### src/rtl/core/sal_pkg.sv
// Shared types, widths and codes for the shifting array list engine.
package sal_pkg;

  // Field widths of the request and response beats
  localparam int unsigned REQ_W        = 4;
  localparam int unsigned POS_W        = 8;
  localparam int unsigned VALUE_W      = 32;
  localparam int unsigned STATUS_W     = 3;
  localparam int unsigned FOUND_W      = 6;
  localparam int unsigned TOTAL_W      = 6;

  localparam int unsigned CAPACITY_DEF = 32;

  // Request codes
  localparam logic [REQ_W-1:0] REQ_INS_FRONT = 4'd0;
  localparam logic [REQ_W-1:0] REQ_INS_BACK  = 4'd1;
  localparam logic [REQ_W-1:0] REQ_INS_AT    = 4'd2;
  localparam logic [REQ_W-1:0] REQ_DEL_FRONT = 4'd3;
  localparam logic [REQ_W-1:0] REQ_DEL_BACK  = 4'd4;
  localparam logic [REQ_W-1:0] REQ_DEL_AT    = 4'd5;
  localparam logic [REQ_W-1:0] REQ_SEARCH    = 4'd6;
  localparam logic [REQ_W-1:0] REQ_AVERAGE   = 4'd7;
  localparam logic [REQ_W-1:0] REQ_CLEAR     = 4'd8;

  // Response status codes
  localparam logic [STATUS_W-1:0] STAT_OK       = 3'd0;
  localparam logic [STATUS_W-1:0] STAT_FULL     = 3'd1;
  localparam logic [STATUS_W-1:0] STAT_EMPTY    = 3'd2;
  localparam logic [STATUS_W-1:0] STAT_BADPOS   = 3'd3;
  localparam logic [STATUS_W-1:0] STAT_NOTFOUND = 3'd4;

  // Work class found by the decoder; OP_NONE means the response is already known
  typedef enum logic [2:0] {
    OP_NONE,
    OP_INSERT,
    OP_DELETE,
    OP_SEARCH,
    OP_AVERAGE
  } op_cls_e;

  // Kind of memory walk the datapath runs
  typedef enum logic [2:0] {
    WALK_NONE,
    WALK_UP,
    WALK_DN,
    WALK_SEARCH,
    WALK_SUM
  } walk_e;

  typedef enum logic [3:0] {
    CS_IDLE,
    CS_DECODE,
    CS_SHIFT_UP,
    CS_PUT,
    CS_SHIFT_DN,
    CS_SEARCH,
    CS_SUM,
    CS_DIV,
    CS_DONE
  } ctrl_state_e;

  typedef struct packed {
    logic  load;
    logic  decode;
    walk_e walk;
    logic  put;
    logic  shrink;
    logic  div_start;
    logic  div_take;
    logic  emit;
  } sal_cmd_t;

  typedef struct packed {
    op_cls_e cls;
    logic    walk_done;
    logic    div_done;
    logic    out_free;
  } sal_sts_t;

endpackage

### src/rtl/core/sal_req_if.sv
// Request channel: valid/ready handshake with one list request per beat.
interface sal_req_if import sal_pkg::*; ();
  logic                      valid;
  logic                      ready;
  logic [REQ_W-1:0]          req_type;
  logic [POS_W-1:0]          position;
  logic signed [VALUE_W-1:0] value;

  modport source (output valid, req_type, position, value, input ready);
  modport sink   (input valid, req_type, position, value, output ready);
endinterface

### src/rtl/core/sal_rsp_if.sv
// Response channel: valid/ready handshake with one result per beat.
interface sal_rsp_if import sal_pkg::*; ();
  logic                      valid;
  logic                      ready;
  logic [STATUS_W-1:0]       status;
  logic [FOUND_W-1:0]        found_position;
  logic signed [VALUE_W-1:0] average_value;
  logic [TOTAL_W-1:0]        entry_total;

  modport source (output valid, status, found_position, average_value, entry_total,
                  input ready);
  modport sink   (input valid, status, found_position, average_value, entry_total,
                  output ready);
endinterface

### src/rtl/core/sal_div.sv
// Restoring divider, one quotient bit per cycle, unsigned operands.
module sal_div import sal_pkg::*; #(
  parameter int unsigned NUM_W = VALUE_W + 6,
  parameter int unsigned DEN_W = 6
) (
  input  logic             clk_i,
  input  logic             rst_ni,
  input  logic             start_i,
  input  logic [NUM_W-1:0] num_i,
  input  logic [DEN_W-1:0] den_i,   // held stable while busy
  output logic             done_o,
  output logic [NUM_W-1:0] quo_o
);

  localparam int unsigned STEP_W = $clog2(NUM_W + 1);

  logic [DEN_W-1:0]  rem_q, rem_d;
  logic [NUM_W-1:0]  quo_q, quo_d;
  logic [STEP_W-1:0] step_q, step_d;
  logic              busy_q, busy_d;
  logic              done_q, done_d;
  logic [DEN_W:0]    trial;
  logic              fits;

  always_comb begin
    trial  = {rem_q, quo_q[NUM_W-1]};
    fits   = (trial >= {1'b0, den_i});
    rem_d  = rem_q;
    quo_d  = quo_q;
    step_d = step_q;
    busy_d = busy_q;
    done_d = 1'b0;
    if (start_i) begin
      rem_d  = '0;
      quo_d  = num_i;
      step_d = STEP_W'(NUM_W);
      busy_d = 1'b1;
    end else if (busy_q) begin
      // remainder stays below the divisor, so it fits DEN_W bits
      rem_d  = fits ? DEN_W'(trial - {1'b0, den_i}) : trial[DEN_W-1:0];
      quo_d  = {quo_q[NUM_W-2:0], fits};
      step_d = step_q - 1'b1;
      if (step_q == STEP_W'(1)) begin
        busy_d = 1'b0;
        done_d = 1'b1;
      end
    end
  end

  always_ff @(posedge clk_i or negedge rst_ni) begin
    if (!rst_ni) begin
      step_q <= '0;
      busy_q <= 1'b0;
      done_q <= 1'b0;
    end else begin
      step_q <= step_d;
      busy_q <= busy_d;
      done_q <= done_d;
    end
  end

  always_ff @(posedge clk_i) begin
    rem_q <= rem_d;
    quo_q <= quo_d;
  end

  assign done_o = done_q;
  assign quo_o  = quo_q;

endmodule

### src/rtl/core/sal_dp.sv
// Datapath: element memory, count, walk pointer, sum, divider and output register.
module sal_dp import sal_pkg::*; #(
  parameter int unsigned CAPACITY = CAPACITY_DEF
) (
  input  logic                      clk_i,
  input  logic                      rst_ni,
  input  sal_cmd_t                  cmd_i,
  output sal_sts_t                  sts_o,
  input  logic [REQ_W-1:0]          req_type_i,
  input  logic [POS_W-1:0]          position_i,
  input  logic signed [VALUE_W-1:0] value_i,
  input  logic                      out_ready_i,
  output logic                      out_valid_o,
  output logic [STATUS_W-1:0]       status_o,
  output logic [FOUND_W-1:0]        found_position_o,
  output logic signed [VALUE_W-1:0] average_value_o,
  output logic [TOTAL_W-1:0]        entry_total_o
);

  localparam int unsigned AW = $clog2(CAPACITY);
  localparam int unsigned CW = $clog2(CAPACITY + 1);
  localparam int unsigned SW = VALUE_W + CW;
  localparam int unsigned PW = ((CW > POS_W) ? CW : POS_W) + 1;
  localparam logic [PW-1:0] CAP_X = PW'(CAPACITY);

  // request latch
  logic [REQ_W-1:0]          req_q;
  logic [POS_W-1:0]          pos_q;
  logic signed [VALUE_W-1:0] val_q;

  // list state and walk
  logic [CW-1:0]             count_q, count_d;
  logic [CW-1:0]             rem_q, rem_d;
  logic [AW-1:0]             ptr_q, ptr_d;
  logic [AW-1:0]             at_q, at_d;
  logic                      rd_en;
  logic                      rd_vld_q;
  logic [AW-1:0]             rd_tag_q;
  logic signed [VALUE_W-1:0] rd_data_q;
  logic                      wr_en;
  logic [AW-1:0]             wr_addr;
  logic [VALUE_W-1:0]        wr_data;
  logic [VALUE_W-1:0]        mem_q [CAPACITY];

  // result build-up
  logic                      hit_q, hit_d;
  logic signed [SW-1:0]      sum_q, sum_d;
  logic [STATUS_W-1:0]       res_status_q, res_status_d;
  logic [CW-1:0]             res_found_q, res_found_d;
  logic signed [VALUE_W-1:0] res_avg_q, res_avg_d;

  // decode
  logic [PW-1:0]             pos_x, cnt_x, at_x;
  op_cls_e                   dec_cls;
  logic [STATUS_W-1:0]       dec_status;
  logic                      dec_clear;

  // divider
  logic [SW-1:0]             div_num;
  logic [SW-1:0]             div_quo;
  logic                      div_done;
  logic [VALUE_W-1:0]        quo_lo;

  // output register
  logic                      out_vld_q;
  logic [STATUS_W-1:0]       out_status_q;
  logic [FOUND_W-1:0]        out_found_q;
  logic signed [VALUE_W-1:0] out_avg_q;
  logic [TOTAL_W-1:0]        out_total_q;

  always_ff @(posedge clk_i) begin
    if (cmd_i.load) begin
      req_q <= req_type_i;
      pos_q <= position_i;
      val_q <= value_i;
    end
  end

  assign pos_x = PW'(pos_q);
  assign cnt_x = PW'(count_q);

  // classify the request and pick the gap position
  always_comb begin
    dec_cls    = OP_NONE;
    dec_status = STAT_OK;
    dec_clear  = 1'b0;
    unique case (req_q)
      REQ_INS_FRONT, REQ_INS_BACK, REQ_INS_AT: begin
        if (req_q == REQ_INS_AT && (pos_x == '0 || pos_x > cnt_x + 1'b1)) begin
          dec_status = STAT_BADPOS;
        end else if (cnt_x >= CAP_X) begin
          dec_status = STAT_FULL;
        end else begin
          dec_cls = OP_INSERT;
        end
      end
      REQ_DEL_FRONT, REQ_DEL_BACK, REQ_DEL_AT: begin
        if (cnt_x == '0) begin
          dec_status = STAT_EMPTY;
        end else if (req_q == REQ_DEL_AT && (pos_x == '0 || pos_x > cnt_x)) begin
          dec_status = STAT_BADPOS;
        end else begin
          dec_cls = OP_DELETE;
        end
      end
      REQ_SEARCH: begin
        dec_status = STAT_NOTFOUND;
        dec_cls    = OP_SEARCH;
      end
      REQ_AVERAGE: begin
        if (cnt_x != '0) dec_cls = OP_AVERAGE;
      end
      REQ_CLEAR: begin
        dec_clear = 1'b1;
      end
      default: ;
    endcase
  end

  always_comb begin
    unique case (req_q)
      REQ_INS_BACK:          at_x = cnt_x;
      REQ_DEL_BACK:          at_x = cnt_x - 1'b1;
      REQ_INS_AT, REQ_DEL_AT: at_x = pos_x - 1'b1;
      default:               at_x = '0;
    endcase
  end

  assign div_num = sum_q[SW-1] ? SW'(-sum_q) : SW'(sum_q);
  assign quo_lo  = div_quo[VALUE_W-1:0];

  always_comb begin
    count_d      = count_q;
    rem_d        = rem_q;
    ptr_d        = ptr_q;
    at_d         = at_q;
    hit_d        = hit_q;
    sum_d        = sum_q;
    res_status_d = res_status_q;
    res_found_d  = res_found_q;
    res_avg_d    = res_avg_q;
    rd_en        = 1'b0;
    wr_en        = 1'b0;
    wr_addr      = at_q;
    wr_data      = val_q;

    if (cmd_i.decode) begin
      res_status_d = dec_status;
      res_found_d  = '0;
      res_avg_d    = '0;
      hit_d        = 1'b0;
      sum_d        = '0;
      at_d         = AW'(at_x);
      if (dec_clear) count_d = '0;
      unique case (dec_cls)
        OP_INSERT: begin
          // move entries count-1 down to at one place up
          rem_d = CW'(cnt_x - at_x);
          ptr_d = AW'(cnt_x - 1'b1);
        end
        OP_DELETE: begin
          // move entries at+1 up to count-1 one place down
          rem_d = CW'(cnt_x - at_x - 1'b1);
          ptr_d = AW'(at_x + 1'b1);
        end
        default: begin
          rem_d = count_q;
          ptr_d = '0;
        end
      endcase
    end

    // issue one read per cycle
    if (cmd_i.walk != WALK_NONE && rem_q != '0) begin
      rd_en = 1'b1;
      rem_d = rem_q - 1'b1;
      ptr_d = (cmd_i.walk == WALK_UP) ? ptr_q - 1'b1 : ptr_q + 1'b1;
    end

    // consume the read issued last cycle
    if (rd_vld_q) begin
      unique case (cmd_i.walk)
        WALK_UP: begin
          wr_en   = 1'b1;
          wr_addr = rd_tag_q + 1'b1;
          wr_data = rd_data_q;
        end
        WALK_DN: begin
          wr_en   = 1'b1;
          wr_addr = rd_tag_q - 1'b1;
          wr_data = rd_data_q;
        end
        WALK_SEARCH: begin
          if (!hit_q && rd_data_q == val_q) begin
            hit_d        = 1'b1;
            rem_d        = '0;
            res_found_d  = CW'(rd_tag_q) + 1'b1;
            res_status_d = STAT_OK;
          end
        end
        WALK_SUM: begin
          sum_d = sum_q + SW'(rd_data_q);
        end
        default: ;
      endcase
    end

    if (cmd_i.put) begin
      wr_en   = 1'b1;
      wr_addr = at_q;
      wr_data = val_q;
      count_d = count_q + 1'b1;
    end

    if (cmd_i.shrink) count_d = count_q - 1'b1;

    if (cmd_i.div_take) begin
      res_avg_d = sum_q[SW-1] ? -$signed(quo_lo) : $signed(quo_lo);
    end
  end

  // element memory: one write and one registered read per cycle
  always_ff @(posedge clk_i) begin
    if (wr_en) mem_q[wr_addr] <= wr_data;
    if (rd_en) begin
      rd_data_q <= mem_q[ptr_q];
      rd_tag_q  <= ptr_q;
    end
  end

  always_ff @(posedge clk_i or negedge rst_ni) begin
    if (!rst_ni) begin
      count_q  <= '0;
      rem_q    <= '0;
      rd_vld_q <= 1'b0;
      hit_q    <= 1'b0;
    end else begin
      count_q  <= count_d;
      rem_q    <= rem_d;
      rd_vld_q <= rd_en;
      hit_q    <= hit_d;
    end
  end

  always_ff @(posedge clk_i) begin
    ptr_q        <= ptr_d;
    at_q         <= at_d;
    sum_q        <= sum_d;
    res_status_q <= res_status_d;
    res_found_q  <= res_found_d;
    res_avg_q    <= res_avg_d;
  end

  sal_div #(
    .NUM_W (SW),
    .DEN_W (CW)
  ) u_div (
    .clk_i   (clk_i),
    .rst_ni  (rst_ni),
    .start_i (cmd_i.div_start),
    .num_i   (div_num),
    .den_i   (count_q),
    .done_o  (div_done),
    .quo_o   (div_quo)
  );

  // output register
  always_ff @(posedge clk_i or negedge rst_ni) begin
    if (!rst_ni) begin
      out_vld_q <= 1'b0;
    end else if (cmd_i.emit) begin
      out_vld_q <= 1'b1;
    end else if (out_ready_i) begin
      out_vld_q <= 1'b0;
    end
  end

  always_ff @(posedge clk_i) begin
    if (cmd_i.emit) begin
      out_status_q <= res_status_q;
      out_found_q  <= FOUND_W'(res_found_q);
      out_avg_q    <= res_avg_q;
      out_total_q  <= TOTAL_W'(count_q);
    end
  end

  assign out_valid_o      = out_vld_q;
  assign status_o         = out_status_q;
  assign found_position_o = out_found_q;
  assign average_value_o  = out_avg_q;
  assign entry_total_o    = out_total_q;

  assign sts_o.cls       = dec_cls;
  assign sts_o.walk_done = (rem_q == '0) && !rd_vld_q;
  assign sts_o.div_done  = div_done;
  assign sts_o.out_free  = !out_vld_q || out_ready_i;

endmodule

### src/rtl/core/sal_ctrl.sv
// Controller: sequences decode, memory walks, division and result hand-off.
module sal_ctrl import sal_pkg::*; (
  input  logic     clk_i,
  input  logic     rst_ni,
  input  logic     in_valid_i,
  output logic     in_ready_o,
  input  sal_sts_t sts_i,
  output sal_cmd_t cmd_o
);

  ctrl_state_e state_q, state_d;

  always_comb begin
    state_d = state_q;
    unique case (state_q)
      CS_IDLE:     if (in_valid_i) state_d = CS_DECODE;
      CS_DECODE: begin
        unique case (sts_i.cls)
          OP_INSERT:  state_d = CS_SHIFT_UP;
          OP_DELETE:  state_d = CS_SHIFT_DN;
          OP_SEARCH:  state_d = CS_SEARCH;
          OP_AVERAGE: state_d = CS_SUM;
          default:    state_d = CS_DONE;
        endcase
      end
      CS_SHIFT_UP: if (sts_i.walk_done) state_d = CS_PUT;
      CS_PUT:      state_d = CS_DONE;
      CS_SHIFT_DN: if (sts_i.walk_done) state_d = CS_DONE;
      CS_SEARCH:   if (sts_i.walk_done) state_d = CS_DONE;
      CS_SUM:      if (sts_i.walk_done) state_d = CS_DIV;
      CS_DIV:      if (sts_i.div_done) state_d = CS_DONE;
      CS_DONE:     if (sts_i.out_free) state_d = CS_IDLE;
      default:     state_d = CS_IDLE;
    endcase
  end

  always_comb begin
    in_ready_o      = 1'b0;
    cmd_o           = '0;
    cmd_o.walk      = WALK_NONE;
    unique case (state_q)
      CS_IDLE: begin
        in_ready_o = 1'b1;
        cmd_o.load = in_valid_i;
      end
      CS_DECODE:   cmd_o.decode = 1'b1;
      CS_SHIFT_UP: cmd_o.walk   = WALK_UP;
      CS_PUT:      cmd_o.put    = 1'b1;
      CS_SHIFT_DN: begin
        cmd_o.walk   = WALK_DN;
        cmd_o.shrink = sts_i.walk_done;
      end
      CS_SEARCH:   cmd_o.walk = WALK_SEARCH;
      CS_SUM: begin
        cmd_o.walk      = WALK_SUM;
        cmd_o.div_start = sts_i.walk_done;
      end
      CS_DIV:      cmd_o.div_take = sts_i.div_done;
      CS_DONE:     cmd_o.emit     = sts_i.out_free;
      default: ;
    endcase
  end

  always_ff @(posedge clk_i or negedge rst_ni) begin
    if (!rst_ni) begin
      state_q <= CS_IDLE;
    end else begin
      state_q <= state_d;
    end
  end

endmodule

### src/rtl/core/shifting_array_list_engine_core.sv
// Top level of the shifting array list engine: controller plus datapath.
// One request at a time, n = entries held. Clear, rejects and an empty average go from decode
//   straight to the response; insert shifts n - at entries up, then writes the new value;
//   delete shifts n - at - 1 entries down; search reads entries up to the first hit;
//   average: one read per entry, one quotient bit per cycle.
// Next request is taken once the result is loaded; async reset empties the list, not memory.
module shifting_array_list_engine_core import sal_pkg::*; #(
  parameter int unsigned CAPACITY = CAPACITY_DEF
) (
  input  logic      clk_i,
  input  logic      rst_ni,
  sal_req_if.sink   req_i,
  sal_rsp_if.source rsp_o
);

  // command and status between the sequencer and the datapath
  sal_cmd_t cmd;
  sal_sts_t sts;
  logic     req_ready;

  // The controller owns the request side handshake; a request beat lands
  // while it sits idle, then it steps the datapath through the operation.
  sal_ctrl u_ctrl (
    .clk_i      (clk_i),
    .rst_ni     (rst_ni),
    .in_valid_i (req_i.valid),
    .in_ready_o (req_ready),
    .sts_i      (sts),
    .cmd_o      (cmd)
  );

  assign req_i.ready = req_ready;

  // The datapath holds the list memory and count, runs pointer walks for
  // shifting, searching and summing, divides for the average, and owns the
  // response register that decouples the response side.
  sal_dp #(
    .CAPACITY (CAPACITY)
  ) u_dp (
    .clk_i            (clk_i),
    .rst_ni           (rst_ni),
    .cmd_i            (cmd),
    .sts_o            (sts),
    .req_type_i       (req_i.req_type),
    .position_i       (req_i.position),
    .value_i          (req_i.value),
    .out_ready_i      (rsp_o.ready),
    .out_valid_o      (rsp_o.valid),
    .status_o         (rsp_o.status),
    .found_position_o (rsp_o.found_position),
    .average_value_o  (rsp_o.average_value),
    .entry_total_o    (rsp_o.entry_total)
  );

endmodule

### src/flat_wrapper.sv
// flat-port wrapper written by rule: the top's interface ports become plain ports
module shifting_array_list_engine_core_flat import sal_pkg::*;
#(
  parameter int unsigned CAPACITY = CAPACITY_DEF
)
  (clk_i, rst_ni, req_i_valid, req_i_req_type, req_i_position, req_i_value, req_i_ready, rsp_o_valid, rsp_o_status, rsp_o_found_position, rsp_o_average_value, rsp_o_entry_total, rsp_o_ready);
  sal_req_if req_i_i ();
  sal_rsp_if rsp_o_i ();
  input  logic clk_i;
  input  logic rst_ni;
  input wire logic [$bits(req_i_i.valid)-1:0] req_i_valid;
  input wire logic [$bits(req_i_i.req_type)-1:0] req_i_req_type;
  input wire logic [$bits(req_i_i.position)-1:0] req_i_position;
  input wire logic [$bits(req_i_i.value)-1:0] req_i_value;
  output wire logic [$bits(req_i_i.ready)-1:0] req_i_ready;
  output wire logic [$bits(rsp_o_i.valid)-1:0] rsp_o_valid;
  output wire logic [$bits(rsp_o_i.status)-1:0] rsp_o_status;
  output wire logic [$bits(rsp_o_i.found_position)-1:0] rsp_o_found_position;
  output wire logic [$bits(rsp_o_i.average_value)-1:0] rsp_o_average_value;
  output wire logic [$bits(rsp_o_i.entry_total)-1:0] rsp_o_entry_total;
  input wire logic [$bits(rsp_o_i.ready)-1:0] rsp_o_ready;
  assign req_i_i.valid = req_i_valid;
  assign req_i_i.req_type = req_i_req_type;
  assign req_i_i.position = req_i_position;
  assign req_i_i.value = req_i_value;
  assign req_i_ready = req_i_i.ready;
  assign rsp_o_valid = rsp_o_i.valid;
  assign rsp_o_status = rsp_o_i.status;
  assign rsp_o_found_position = rsp_o_i.found_position;
  assign rsp_o_average_value = rsp_o_i.average_value;
  assign rsp_o_entry_total = rsp_o_i.entry_total;
  assign rsp_o_i.ready = rsp_o_ready;
  shifting_array_list_engine_core #(.CAPACITY(CAPACITY)) u_core (.clk_i(clk_i), .rst_ni(rst_ni), .req_i(req_i_i), .rsp_o(rsp_o_i));
endmodule
### config.mk
export PLATFORM = sky130hd
export DESIGN_NAME = shifting_array_list_engine_core_flat
export DESIGN_NICKNAME = d
export VERILOG_FILES = /design/src/rtl/core/sal_pkg.sv /design/src/rtl/core/sal_req_if.sv /design/src/rtl/core/sal_rsp_if.sv /design/src/rtl/core/sal_div.sv /design/src/rtl/core/sal_dp.sv /design/src/rtl/core/sal_ctrl.sv /design/src/rtl/core/shifting_array_list_engine_core.sv /design/src/flat_wrapper.sv
export SDC_FILE = /design/constraint.sdc
export NUM_CORES = 2
export LEC_CHECK = 0
export ABC_CLOCK_PERIOD_IN_PS = 5300
export BUFFER_PORTS_ARGS = -buffer_cell sky130_fd_sc_hd__buf_2
export CAP_MARGIN = 40
export CORE_UTILIZATION = 40
export CTS_CLUSTER_DIAMETER = 150
export DETAILED_ROUTE_END_ITERATION = 8
export PLACE_DENSITY_LB_ADDON = 0.08
export SYNTH_ARGS = -nofsm -noshare
export SYNTH_HDL_FRONTEND = slang
export SYNTH_SLANG_ARGS = --single-unit
### constraint.sdc
create_clock -name clk_i -period 5.3 [get_ports clk_i]
set_input_delay 1.325 -clock clk_i [delete_from_list [all_inputs] [get_ports clk_i]]
set_output_delay 1.325 -clock clk_i [all_outputs]
set_load 0.02 [all_outputs]
==> flow_metrics.tcl <==
set metrics [dict create \
    outcome "complete, no violations" \
    grt_max_degree 80 \
    grt_overflow 0 \
    clock_power_share_pct 30.2 \
    postSynthCellCount 3035 \
    crit_chain "nand2b_1, nor3_1, buf_4, o21ai_4, buf_4, nand2_1, o21ai_0, nand3_1, nor2_4, buf_4" \
    synth_enable_flop_cells 1232 \
    max_slew.worst_pin.slew_ns 0.936 \
    multi_input_area_um2 15700 \
    crit_top_cell "buf_4" \
    synthTopCellsByArea "edfxtp_1 (67%), mux4_2 (13%), dfxtp_1 (1.9%)" \
    hp-class "flop to flop" \
    wire_per_inst_um 27.3 \
    hold_violations 0 \
    dp_hpwl_um 92200 \
    rows 135 \
    pwr_density_cell_nw_per_um2 534 \
    crit_fanout 28 \
    path_class "flop to flop" \
    viasPerCell 5.62 \
    yosys.area.top_type "edfxtp_1" \
    syn-num-nets 3166 \
    fp.dieArea_um2 139000 \
    drt_iter0_drc 2609 \
    ff_latch_area_um2 38700 \
    cts_buffers 145 \
    grt_pass1_wl_um 204000 \
    drc 0 \
    post_cts_buffers 0 \
    syn_avg_cell_area_um2 18.1 \
    cts_root_buf "clkbuf_16" \
    start_util_pct 40.4 \
    slew_headroom_pct 37.6 \
    rsz0062_at_grt "false" \
    synth.most_common_cell "edfxtp_1" \
    period_minus_slack_ns 4.36 \
    arrival_ns 4.81 \
    end_kind "flop" \
    nFillCells 11500 \
    clkSlewWorstSetupHoldPaths_ns 0.06 \
    fmax_mhz 230 \
    drt-total-wl_um 140000 \
    clk_latency_ns 0.79 \
    drive_gt1_share_pct 24.8 \
    antenna_found_initial 8 \
    power.internal_mw 22.8 \
    pin_count 97 \
    finalCoreUtilization_pct 46.5 \
    p_leak_nw 20.8 \
    ys_seq_area_share_pct 70.6 \
    slowest_delay_ns 0.66 \
    layout.nets 3338 \
    finalSetupTns_ns 0 \
    synth.distinct_cells 83 \
    cp_top_family "simple AND/OR/NAND/NOR gates" \
    synth_area_um2 54900 \
    vias 28700 \
    cts_tree "built" \
    ys_ff_latch 1312 \
    crit_buf_inv 3 \
    p_comb_share_pct 29.8 \
    synth_flop_cell "edfxtp_1" \
    maxSlewViolCount 0 \
    post_cts_resized 0 \
    postRouteAntennaNets 0 \
    cts_hold_buffers 0 \
    fp.coreArea_um2 136000 \
    p_sw_mw 10.9 \
    finClkSkew_ns 0.0426 \
    start_kind "flop" \
    cp_slowest_cell "nor2_4" \
    setup_viol 0 \
    yosysWarnings 0 \
    async_flop_share_pct 2.06 \
    fin_crit_sh_pct 82.2 \
    cap_violations 0 \
    drt-pass1-iter-count 5 \
    power.total_mw 33.7 \
    seq_power_share_pct 40.0 \
    yosys.area.top_type_share_pct 67.4 \
    yosys-top-cells-count "edfxtp_1 (1232), mux4_2 (320), nor2_1 (136)" \
    area_delta_synth_final_pct 14.9 \
    peakVddDrop_mv 0.369 \
    grt_pass1_vias 29100 \
    die_w_um 372 \
    gp_congestion 0.856 \
    grt_usage_pct 20.5 \
    clockBufferDepth 3 \
    die_h_um 372 \
    io_buffers 96 \
    cts_sinks 1312 \
    swShare_pct 32.3 \
    htreeDepth 4 \
    worst-endpoint-required_ns 5.76 \
]
[cells by family after synthesis]
kind of cell | Yosys count | share of synthesized area [%]
XOR/XNOR | 169 | 2.70
buffers and inverters | 204 | 1.41
multiplexers | 391 | 14.6
flip-flops | 1312 | 70.6
adder cells (fa/ha/maj) | 83 | 1.96
AND/OR/NAND/NOR | 496 | 4.34
AO/OA/AOI/OAI | 380 | 4.46
[stage by stage]
| step | hold WS, ns | setup slack [ns] | cells | instance area [um^2] |
|---|---|---|---|---|
| finish | 0.417 | 0.943 | 5110 | 63100 |
| global route | 0.429 | 0.646 | 5108 | 63100 |
| CTS | 0.418 | 1.01 | 5108 | 63100 |
| detailed placement | 0.405 | 1.02 | 4841 | 58200 |
| global placement | 0.402 | 1.05 | 4830 | 58000 |
| floorplan | 0.400 | 0.690 | 3035 | 54900 |
[path summary, 6_finish.rpt]
check                                           from                         endpoint  slack [ns]  cells after the start
hold reg to reg            u_core.u_dp.res_avg_q[26]  u_core.u_dp.average_value_o[26]        0.42                      0
setup / recovery            u_core.u_ctrl.state_q[0]        u_core.u_dp.mem_q[19][27]        0.94                     10
max in group asynchronous                     rst_ni      u_core.u_dp.u_div.step_q[0]        4.23                      1
setup reg to reg            u_core.u_ctrl.state_q[0]        u_core.u_dp.mem_q[19][27]        0.94                     10
hold / removal             u_core.u_dp.res_avg_q[26]  u_core.u_dp.average_value_o[26]        0.42                      0
min in group asynchronous                     rst_ni           u_core.u_dp.count_q[0]        0.61                      1
[cell type report]
cell class	count	share of cell area [%]
Inverter	57	0.339
Clock inverter	95	1.73
Multi-Input combinational cell	1519	24.9
Clock buffer	172	5.95
Timing Repair Buffer	172	2.19
Tap cell	1781	3.53
Sequential cell	1312	61.4
Antenna cell	2	0.00793
[power groups by stage]
stage	Sequential (mW)	Clock, mW	Combinational (mW)
after floorplan	13.3	0	6.66
after global placement	13.7	0	10.1
after detailed placement	13.7	0	10.2
after CTS	13.5	10.4	10.3
after global routing	13.6	10.8	10.8
final	13.5	10.2	10.0
[sequential cells by signal, summed over array words and instances, names as in the netlist, 5 cells and up]
name and cells:
u_core.u_dp.at_q 5, u_core.u_dp.average_value_o 32, u_core.u_dp.count_q 6, u_core.u_dp.entry_total_o 6, u_core.u_dp.found_position_o 6, u_core.u_dp.mem_q 1024, u_core.u_dp.pos_q 8, u_core.u_dp.ptr_q 5
u_core.u_dp.rd_data_q 32, u_core.u_dp.rd_tag_q 5, u_core.u_dp.rem_q 6, u_core.u_dp.res_avg_q 32, u_core.u_dp.res_found_q 6, u_core.u_dp.sum_q 38, u_core.u_dp.u_div.quo_o 38, u_core.u_dp.u_div.rem_q 6
u_core.u_dp.u_div.step_q 6, u_core.u_dp.val_q 32
[layout by cell type, fill, tap and decap left out, types with 14 or more instances in the layout]
cell type / instances
a21oi_1: 76
nor4_1: 15
nand2b_1: 22
clkinv_2: 25
clkbuf_16: 146
xor2_1: 112
edfxtp_1: 1232
nand3_1: 74
o31ai_1: 18
bufinv_16: 16
xnor2_1: 57
nor2_4: 33
clkbuf_1: 26
buf_2: 96
dfxtp_1: 52
buf_4: 51
mux4_2: 320
ha_1: 78
buf_12: 17
o21ai_0: 123
nor2_1: 104
nand2_1: 133
a211oi_1: 14
a21o_1: 27
mux2_2: 63
o21ai_1: 15
dfrtp_1: 27
clkinv_1: 34
inv_1: 55
nor3_1: 25
[per-layer routing]
layer | wire, um | GRT usage (%) | part of all wire [%] | vias to the layer above
li1 | - | - | - | 12600
met1 | 63800 | 29.5 | 46 | 15200
met2 | 67000 | 32.8 | 48 | 735
met3 | 6340 | 3.23 | 4.5 | 177
met4 | 2490 | 4.69 | 1.8 | 0
met5 | 0 | 0 | 0 | -
(Power assumes the default switching activity.)
